$ cat src/sv/kots_pkg.sv
// ----------------------------------------------------------------------------
// kots_pkg
// Shared types and constants for the keyed ordered take store.
// ----------------------------------------------------------------------------
package kots_pkg;

    localparam int KOTS_CAPACITY = 32;
    localparam int KEY_W         = 16;
    localparam int DATA_W        = 32;
    localparam int STATUS_W      = 2;

    localparam logic [STATUS_W-1:0] STATUS_OK        = 2'd0;
    localparam logic [STATUS_W-1:0] STATUS_NOT_FOUND = 2'd1;
    localparam logic [STATUS_W-1:0] STATUS_FULL      = 2'd2;

    localparam logic ACT_ADD  = 1'b0;
    localparam logic ACT_TAKE = 1'b1;

    typedef struct packed {
        logic [KEY_W-1:0]  key;
        logic [DATA_W-1:0] handle;
    } t_entry;

    typedef struct packed {
        logic wr_en;
        logic rd_en;
    } t_ram_ctl;

    typedef enum logic [2:0] {
        ST_IDLE   = 3'b001,
        ST_SCAN   = 3'b010,
        ST_RESULT = 3'b100
    } t_state;

endpackage

$ cat src/sv/kots_ram.sv
// ----------------------------------------------------------------------------
// kots_ram
// Entry memory: one write port and one read port with registered read data.
// ----------------------------------------------------------------------------
module kots_ram #(
    parameter int Capacity = kots_pkg::KOTS_CAPACITY,
    parameter int IdxW     = 5
) (
    input  logic              i_clk,
    input  kots_pkg::t_ram_ctl i_ctl,
    input  logic [IdxW-1:0]   i_waddr,
    input  kots_pkg::t_entry  i_wdata,
    input  logic [IdxW-1:0]   i_raddr,
    output kots_pkg::t_entry  o_rdata
);
    import kots_pkg::*;

    t_entry r_mem [Capacity];
    t_entry r_rdata;

    always_ff @(posedge i_clk) begin
        if (i_ctl.wr_en) begin
            r_mem[i_waddr] <= i_wdata;
        end
        if (i_ctl.rd_en) begin
            r_rdata <= r_mem[i_raddr];
        end
    end

    assign o_rdata = r_rdata;

endmodule

$ cat src/sv/kots_engine.sv
// ----------------------------------------------------------------------------
// kots_engine
// Sequencer: appends on add, and on take scans the memory oldest first,
// captures the first match and moves every later entry down one slot in the
// same pass. Holds the occupancy count and the output register.
// ----------------------------------------------------------------------------
module kots_engine #(
    parameter int Capacity = kots_pkg::KOTS_CAPACITY,
    parameter int IdxW     = 5,
    parameter int CntW     = 6
) (
    input  logic                            i_clk,
    input  logic                            i_rst_n,
    input  logic                            i_in_valid,
    output logic                            o_in_stall,
    input  logic                            i_action,
    input  logic [kots_pkg::KEY_W-1:0]      i_key,
    input  logic [kots_pkg::DATA_W-1:0]     i_data_in,
    output logic                            o_out_valid,
    input  logic                            i_out_stall,
    output logic [kots_pkg::STATUS_W-1:0]   o_status,
    output logic [kots_pkg::DATA_W-1:0]     o_data_out,
    output kots_pkg::t_ram_ctl              o_ram_ctl,
    output logic [IdxW-1:0]                 o_ram_waddr,
    output kots_pkg::t_entry                o_ram_wdata,
    output logic [IdxW-1:0]                 o_ram_raddr,
    input  kots_pkg::t_entry                i_ram_rdata
);
    import kots_pkg::*;

    t_state              r_state, n_state;
    logic [CntW-1:0]     r_occ, n_occ;
    logic [CntW-1:0]     r_n, n_n;
    logic [CntW-1:0]     r_issue, n_issue;
    logic                r_chk_valid, n_chk_valid;
    logic [IdxW-1:0]     r_chk_idx, n_chk_idx;
    logic                r_found, n_found;
    logic [KEY_W-1:0]    r_key, n_key;
    logic [STATUS_W-1:0] r_status, n_status;
    logic [DATA_W-1:0]   r_data, n_data;
    logic                r_out_valid, n_out_valid;
    logic [STATUS_W-1:0] r_out_status, n_out_status;
    logic [DATA_W-1:0]   r_out_data, n_out_data;

    logic in_accept;
    logic full;
    logic issue_ok;
    logic match;
    logic last;

    assign in_accept = i_in_valid && (r_state == ST_IDLE);
    assign full      = (r_occ == CntW'(Capacity));
    assign issue_ok  = (r_issue < r_n);
    assign match     = r_chk_valid && (i_ram_rdata.key == r_key);
    assign last      = r_chk_valid && (CntW'(r_chk_idx) == (r_n - CntW'(1)));

    always_comb begin
        o_ram_ctl.wr_en = (in_accept && (i_action == ACT_ADD) && !full)
                          || ((r_state == ST_SCAN) && r_chk_valid && r_found);
        o_ram_ctl.rd_en = (r_state == ST_SCAN) && issue_ok;
        if (r_state == ST_IDLE) begin
            o_ram_waddr        = r_occ[IdxW-1:0];
            o_ram_wdata.key    = i_key;
            o_ram_wdata.handle = i_data_in;
        end else begin
            o_ram_waddr = r_chk_idx - IdxW'(1);
            o_ram_wdata = i_ram_rdata;
        end
        o_ram_raddr = r_issue[IdxW-1:0];
    end

    always_comb begin
        n_state      = r_state;
        n_occ        = r_occ;
        n_n          = r_n;
        n_issue      = r_issue;
        n_chk_valid  = r_chk_valid;
        n_chk_idx    = r_chk_idx;
        n_found      = r_found;
        n_key        = r_key;
        n_status     = r_status;
        n_data       = r_data;
        n_out_valid  = r_out_valid;
        n_out_status = r_out_status;
        n_out_data   = r_out_data;

        if (r_out_valid && !i_out_stall) begin
            n_out_valid = 1'b0;
        end

        case (r_state)
            ST_IDLE: begin
                if (in_accept) begin
                    n_state = ST_RESULT;
                    n_data  = '0;
                    if (i_action == ACT_ADD) begin
                        if (full) begin
                            n_status = STATUS_FULL;
                        end else begin
                            n_status = STATUS_OK;
                            n_occ    = r_occ + CntW'(1);
                        end
                    end else begin
                        n_key       = i_key;
                        n_n         = r_occ;
                        n_issue     = '0;
                        n_chk_valid = 1'b0;
                        n_found     = 1'b0;
                        n_status    = STATUS_NOT_FOUND;
                        if (r_occ != '0) begin
                            n_state = ST_SCAN;
                        end
                    end
                end
            end
            ST_SCAN: begin
                n_chk_valid = issue_ok;
                n_chk_idx   = r_issue[IdxW-1:0];
                if (issue_ok) begin
                    n_issue = r_issue + CntW'(1);
                end
                if (match && !r_found) begin
                    n_found = 1'b1;
                    n_data  = i_ram_rdata.handle;
                end
                if (last) begin
                    n_state = ST_RESULT;
                    if (r_found || match) begin
                        n_status = STATUS_OK;
                        n_occ    = r_occ - CntW'(1);
                    end else begin
                        n_status = STATUS_NOT_FOUND;
                        n_data   = '0;
                    end
                end
            end
            ST_RESULT: begin
                if (!r_out_valid || !i_out_stall) begin
                    n_out_valid  = 1'b1;
                    n_out_status = r_status;
                    n_out_data   = r_data;
                    n_state      = ST_IDLE;
                end
            end
            default: begin
                n_state = ST_IDLE;
            end
        endcase
    end

    always_ff @(posedge i_clk) begin
        if (!i_rst_n) begin
            r_state     <= ST_IDLE;
            r_occ       <= '0;
            r_chk_valid <= 1'b0;
            r_out_valid <= 1'b0;
        end else begin
            r_state     <= n_state;
            r_occ       <= n_occ;
            r_chk_valid <= n_chk_valid;
            r_out_valid <= n_out_valid;
        end
    end

    always_ff @(posedge i_clk) begin
        r_n          <= n_n;
        r_issue      <= n_issue;
        r_chk_idx    <= n_chk_idx;
        r_found      <= n_found;
        r_key        <= n_key;
        r_status     <= n_status;
        r_data       <= n_data;
        r_out_status <= n_out_status;
        r_out_data   <= n_out_data;
    end

    assign o_in_stall  = (r_state != ST_IDLE);
    assign o_out_valid = r_out_valid;
    assign o_status    = r_out_status;
    assign o_data_out  = r_out_data;

endmodule

$ cat src/sv/keyed_ordered_take_store.sv
// ----------------------------------------------------------------------------
// keyed_ordered_take_store
// Bounded store of key and handle entries in arrival order, with add at the
// tail and take of the oldest entry that matches a key.
// ----------------------------------------------------------------------------
//  Channel | Direction | Handshake                  | Fields
//  --------+-----------+----------------------------+--------------------------
//  in      | input     | i_in_valid / o_in_stall    | i_action, i_key, i_data_in
//  out     | output    | o_out_valid / i_out_stall  | o_status, o_data_out
//
// An add beat, or a take beat on an empty store, goes from acceptance to the
// RESULT state and from there into the output register. Any other take beat
// first passes through the SCAN state, in which the entry memory is swept once
// through its single read port, oldest slot first.
// One beat is worked on at a time. Synchronous reset empties the store; the
// memory itself is not cleared. The next input beat can be accepted while a
// result still waits in the output register.
// ----------------------------------------------------------------------------
module keyed_ordered_take_store #(
    parameter int Capacity = kots_pkg::KOTS_CAPACITY
) (
    input  logic                          i_clk,
    input  logic                          i_rst_n,
    input  logic                          i_in_valid,
    output logic                          o_in_stall,
    input  logic                          i_action,
    input  logic [kots_pkg::KEY_W-1:0]    i_key,
    input  logic [kots_pkg::DATA_W-1:0]   i_data_in,
    output logic                          o_out_valid,
    input  logic                          i_out_stall,
    output logic [kots_pkg::STATUS_W-1:0] o_status,
    output logic [kots_pkg::DATA_W-1:0]   o_data_out
);
    import kots_pkg::*;

    localparam int IdxW = (Capacity > 1) ? $clog2(Capacity) : 1;
    localparam int CntW = $clog2(Capacity + 1);

    t_ram_ctl        ram_ctl;
    logic [IdxW-1:0] ram_waddr;
    logic [IdxW-1:0] ram_raddr;
    t_entry          ram_wdata;
    t_entry          ram_rdata;

    kots_ram #(
        .Capacity (Capacity),
        .IdxW     (IdxW)
    ) u_ram (
        .i_clk   (i_clk),
        .i_ctl   (ram_ctl),
        .i_waddr (ram_waddr),
        .i_wdata (ram_wdata),
        .i_raddr (ram_raddr),
        .o_rdata (ram_rdata)
    );

    kots_engine #(
        .Capacity (Capacity),
        .IdxW     (IdxW),
        .CntW     (CntW)
    ) u_engine (
        .i_clk       (i_clk),
        .i_rst_n     (i_rst_n),
        .i_in_valid  (i_in_valid),
        .o_in_stall  (o_in_stall),
        .i_action    (i_action),
        .i_key       (i_key),
        .i_data_in   (i_data_in),
        .o_out_valid (o_out_valid),
        .i_out_stall (i_out_stall),
        .o_status    (o_status),
        .o_data_out  (o_data_out),
        .o_ram_ctl   (ram_ctl),
        .o_ram_waddr (ram_waddr),
        .o_ram_wdata (ram_wdata),
        .o_ram_raddr (ram_raddr),
        .i_ram_rdata (ram_rdata)
    );

endmodule

$ cat config.mk
export PLATFORM = sky130hd
export DESIGN_NAME = keyed_ordered_take_store
export DESIGN_NICKNAME = d
export VERILOG_FILES = /design/src/sv/kots_pkg.sv /design/src/sv/kots_ram.sv /design/src/sv/kots_engine.sv /design/src/sv/keyed_ordered_take_store.sv
export SDC_FILE = /design/constraint.sdc
export NUM_CORES = 2
export LEC_CHECK = 0
export BUFFER_PORTS_ARGS = -buffer_cell sky130_fd_sc_hd__buf_2
export CAP_MARGIN = 20
export CORE_MARGIN = 2
export CORE_UTILIZATION = 55
export DETAILED_ROUTE_END_ITERATION = 16
export PLACE_DENSITY_LB_ADDON = 0.1
export SLEW_MARGIN = 20
export SYNTH_ARGS = -nofsm -noshare
export SYNTH_HDL_FRONTEND = slang
export SYNTH_SLANG_ARGS = --single-unit
$ cat constraint.sdc
create_clock -name i_clk -period 6.2 [get_ports i_clk]
set_input_delay 0 -clock i_clk [delete_from_list [all_inputs] [get_ports i_clk]]
set_output_delay 0 -clock i_clk [all_outputs]
set_load 0.005 [all_outputs]
==> flow_summary.yaml <==
worst_setup_path:
  startpoint_type: "register"
  path_class: "reg2reg"
  required_ns: 6.59
  cp_max_fo: 34
  regToRegSetupSlack_ns: 1.70
  critPathMaxStageDelay_ns: 0.78
  endpoint_kind: "register"
  critPathSlowestCell: "clkinv_2"
  worst_r2r_path_depth: 7
  cp_data_arrival_time_ns: 4.89
  path_cells: "nor3b_4, clkinv_2, mux2i_1, nor2b_1, nand2_1, nor2_4, buf_4"
power:
  pwr-share-seq: 0.537
  p_switching_w: 0.00520
  internal_power_w: 0.0191
  combinationalPowerShare: 0.064
  p_sw_frac: 0.214
  p_per_area_nw_per_um2: 330
  ir_worst_vdd_v: 0.000266
  share_clk_of_total_power: 0.400
  power.leakage_nw: 23.1
yosys:
  syn_area_sq_um: 65100
  synth_fp_nets: 2865
  yosys.area.top_type: "edfxtp_1"
  async_flop_share: 0
  synthCells: 2799
  ys_seq_elements: 1697
  avgSynthCellArea_sq_um: 23.3
  synth_area_leaders: "edfxtp_1, mux4_2, nand2_1"
  synth_seq_area_share: 0.781
  ys.flop_type: "edfxtp_1"
  ys_warn_count: 0
  synth_edf_count: 1686
  synth.distinct_cells: 47
  synth_top_area_frac: 0.777
detailed_routing:
  routed_wl_microns: 150000
  viasPerCell: 6.39
  vias: 30109
  drc: 0
  wire_per_inst_microns: 31.7
  first_iter_violations: 3388
  drt-pass1-iter-count: 5
  drt.antenna.violating_nets: 0
clock_tree:
  cts_buffer_depth: 3
  cts_sinks: 1697
  cts_inserted_buffers: 169
  post-cts-setup-buffers: 0
  clkTransAtPathRegs_ns: 0.06
  cts-htree-levels: 4
  cts_tree: "done"
  worstSkewPairLatency_ns: 0.76
  root_buffer: "clkbuf_16"
sta:
  period_needed_ns: 4.50
  finalCritPeriodShare: 0.727
  slew_headroom: 0.255
  setup_viol: 0
  drv_slew: 0
  rsz0062_at_grt: "no"
  fin_skew_ns: 0.0238
  fin_hold_ws_ns: 0.0672
  fmax_mhz: 222
  hold_viol_final: 0
  worst_pin_slew_ns: 1.12
  tns_ns: 0
finish:
  drive_above_1_share: 0.311
  layout_common_cells: "edfxtp_1, mux4_2, clkbuf_16, nand2_1, buf_2"
  finish.instance_area_sq_um: 73700
  fin_cells: 4714
  area_delta_synth_final_pct: 13.1
  final_common_cell: "edfxtp_1"
  diodes: 0
  fin_nets: 3103
run_status:
  status: "finished, final reports clean"
floorplanning:
  core-area_sq_um: 118000
  initial_core_util: 0.553
  rows: 126
  die_w_microns: 348
  die_y_microns: 348
  floorplan.die_area_sq_um: 121000
  io_pins: 89
min_path:
  holdPathStages: 3
  hp-class: "in2reg"
global_route:
  grt_max_degree: 133
  globalRoute.totalOverflow: 0
  grt_pass1_vias: 31060
  grt_pass1_wl_microns: 219000
  antenna_found_initial: 2
  grt_usage: 0.253
flow_run:
  drv_cap: 0
place:
  dp_hpwl_microns: 81400
  port_buffers: 88
  place_area_sq_um: 67900
  dp.cells: 4359
  place.gp.congestion: 0.807
## worst paths after layout
check / endpoint / start
max: u_ram.r_mem[6][20]$_DFFE_PP_ / u_engine.r_state[0]$_SDFFE_PN1P_
min: u_ram.r_mem[2][11]$_DFFE_PP_ / i_data_in[11]
max reg2reg: u_ram.r_mem[6][20]$_DFFE_PP_ / u_engine.r_state[0]$_SDFFE_PN1P_
min reg2reg: u_engine.o_data_out[3]$_DFFE_PP_ / u_engine.r_data[3]$_SDFFCE_PN0P_
## final cells by class
class | instances | area [sq um]
Clock buffer | 214 | 4500
Clock inverter | 98 | 754
Fill cell | 7815 | 44100
Inverter | 15 | 57.6
Multi-Input combinational cell | 952 | 14000
Sequential cell | 1697 | 50800
Tap cell | 1536 | 1920
Timing Repair Buffer | 202 | 1600
## metrics by stage
| step | total power, W | setup WS [ns] | util |
|---|---|---|---|
| after floorplan | 0.0142 | 0.835 | - |
| after global placement | 0.0148 | 1.83 | 0.576 |
| after detailed placement | 0.0148 | 1.73 | 0.577 |
| after CTS | 0.0245 | 1.73 | 0.625 |
| after global routing | 0.0250 | 1.49 | 0.626 |
| final | 0.0243 | 1.70 | 0.626 |
## cell families (layout without fill, tap and decap cells)
family / after synthesis / in the layout / share of synthesized area
DFF: 1697 / 1697 / 0.781
muxes: 561 / 561 / 0.179
and+or+nand+nor: 294 / 294 / 0.0189
buffers and inverters: 150 / 529 / 0.00945
AOI/OAI and AO/OA: 51 / 51 / 0.00482
xor gates and xnor gates: 33 / 33 / 0.00444
adders and majority gates: 13 / 13 / 0.00261
## state kept, by name (all words and copies together) (netlist names)
| register | flops |
|---|---|
| u_engine.o_data_out | 32 |
| u_engine.o_out_valid | 1 |
| u_engine.o_status | 2 |
| u_engine.r_chk_idx | 5 |
| u_engine.r_chk_valid | 1 |
| u_engine.r_data | 32 |
| u_engine.r_found | 1 |
| u_engine.r_issue | 6 |
| u_engine.r_key | 16 |
| u_engine.r_n | 6 |
| u_engine.r_occ | 6 |
| u_engine.r_state | 3 |
| u_engine.r_status | 2 |
| u_ram.o_rdata | 48 |
| u_ram.r_mem | 1536 |
## layer usage
metal | global-route usage | vias to the layer above | share of wire
met5 | 0 | - | 0
met4 | 0.0663 | 0 | 0.022
met3 | 0.0377 | 235 | 0.063
met2 | 0.412 | 1207 | 0.50
met1 | 0.364 | 16356 | 0.41
li1 | - | 12311 | -
## critical path, delay by kind of cell, from the launching register on
| kind | cells | cell delay [ns] |
|---|---|---|
| simple gates | 4 | 1.74 |
| flops | 1 | 0.35 |
| mux | 1 | 0.55 |
| buf+inv | 2 | 1.43 |
## synthesized netlist by cell type (2+ instances only)
master       n
o21ai_0     10
or4_1        2
o21ai_1      3
nor4_1       5
and3_1       2
buf_2       42
inv_1       14
mux2_2      48
nor2b_1      2
nor2_1      75
nor3_1      15
or2_1        2
a211oi_1     4
dfxtp_1     11
buf_1        8
o211ai_1     2
mux2i_1     33
o21bai_1     2
nor3b_1      2
nand2_1    167
xor2_1      20
o31ai_1      4
mux4_2     480
a21oi_1     16
nand3_1     10
nand4_1      2
ha_1        12
o21a_1       2
xnor2_1     13
clkbuf_1    85
a21o_1       5
edfxtp_1  1686
## power by group through the flow
stage                     sequential (W)  combinational, W  clock [W]
after floorplan                   0.0133          0.000953          0
after global placement            0.0133           0.00147          0
after detailed placement          0.0133           0.00153          0
after CTS                         0.0131           0.00155    0.00988
after global routing              0.0130           0.00166     0.0103
final                             0.0130           0.00155    0.00972
## repair_timing
item                      CTS  global route
resized for setup           0             0
hold buffers               38             1
hold endpoints to repair   44             8
Power figures use the tool's default switching activity.
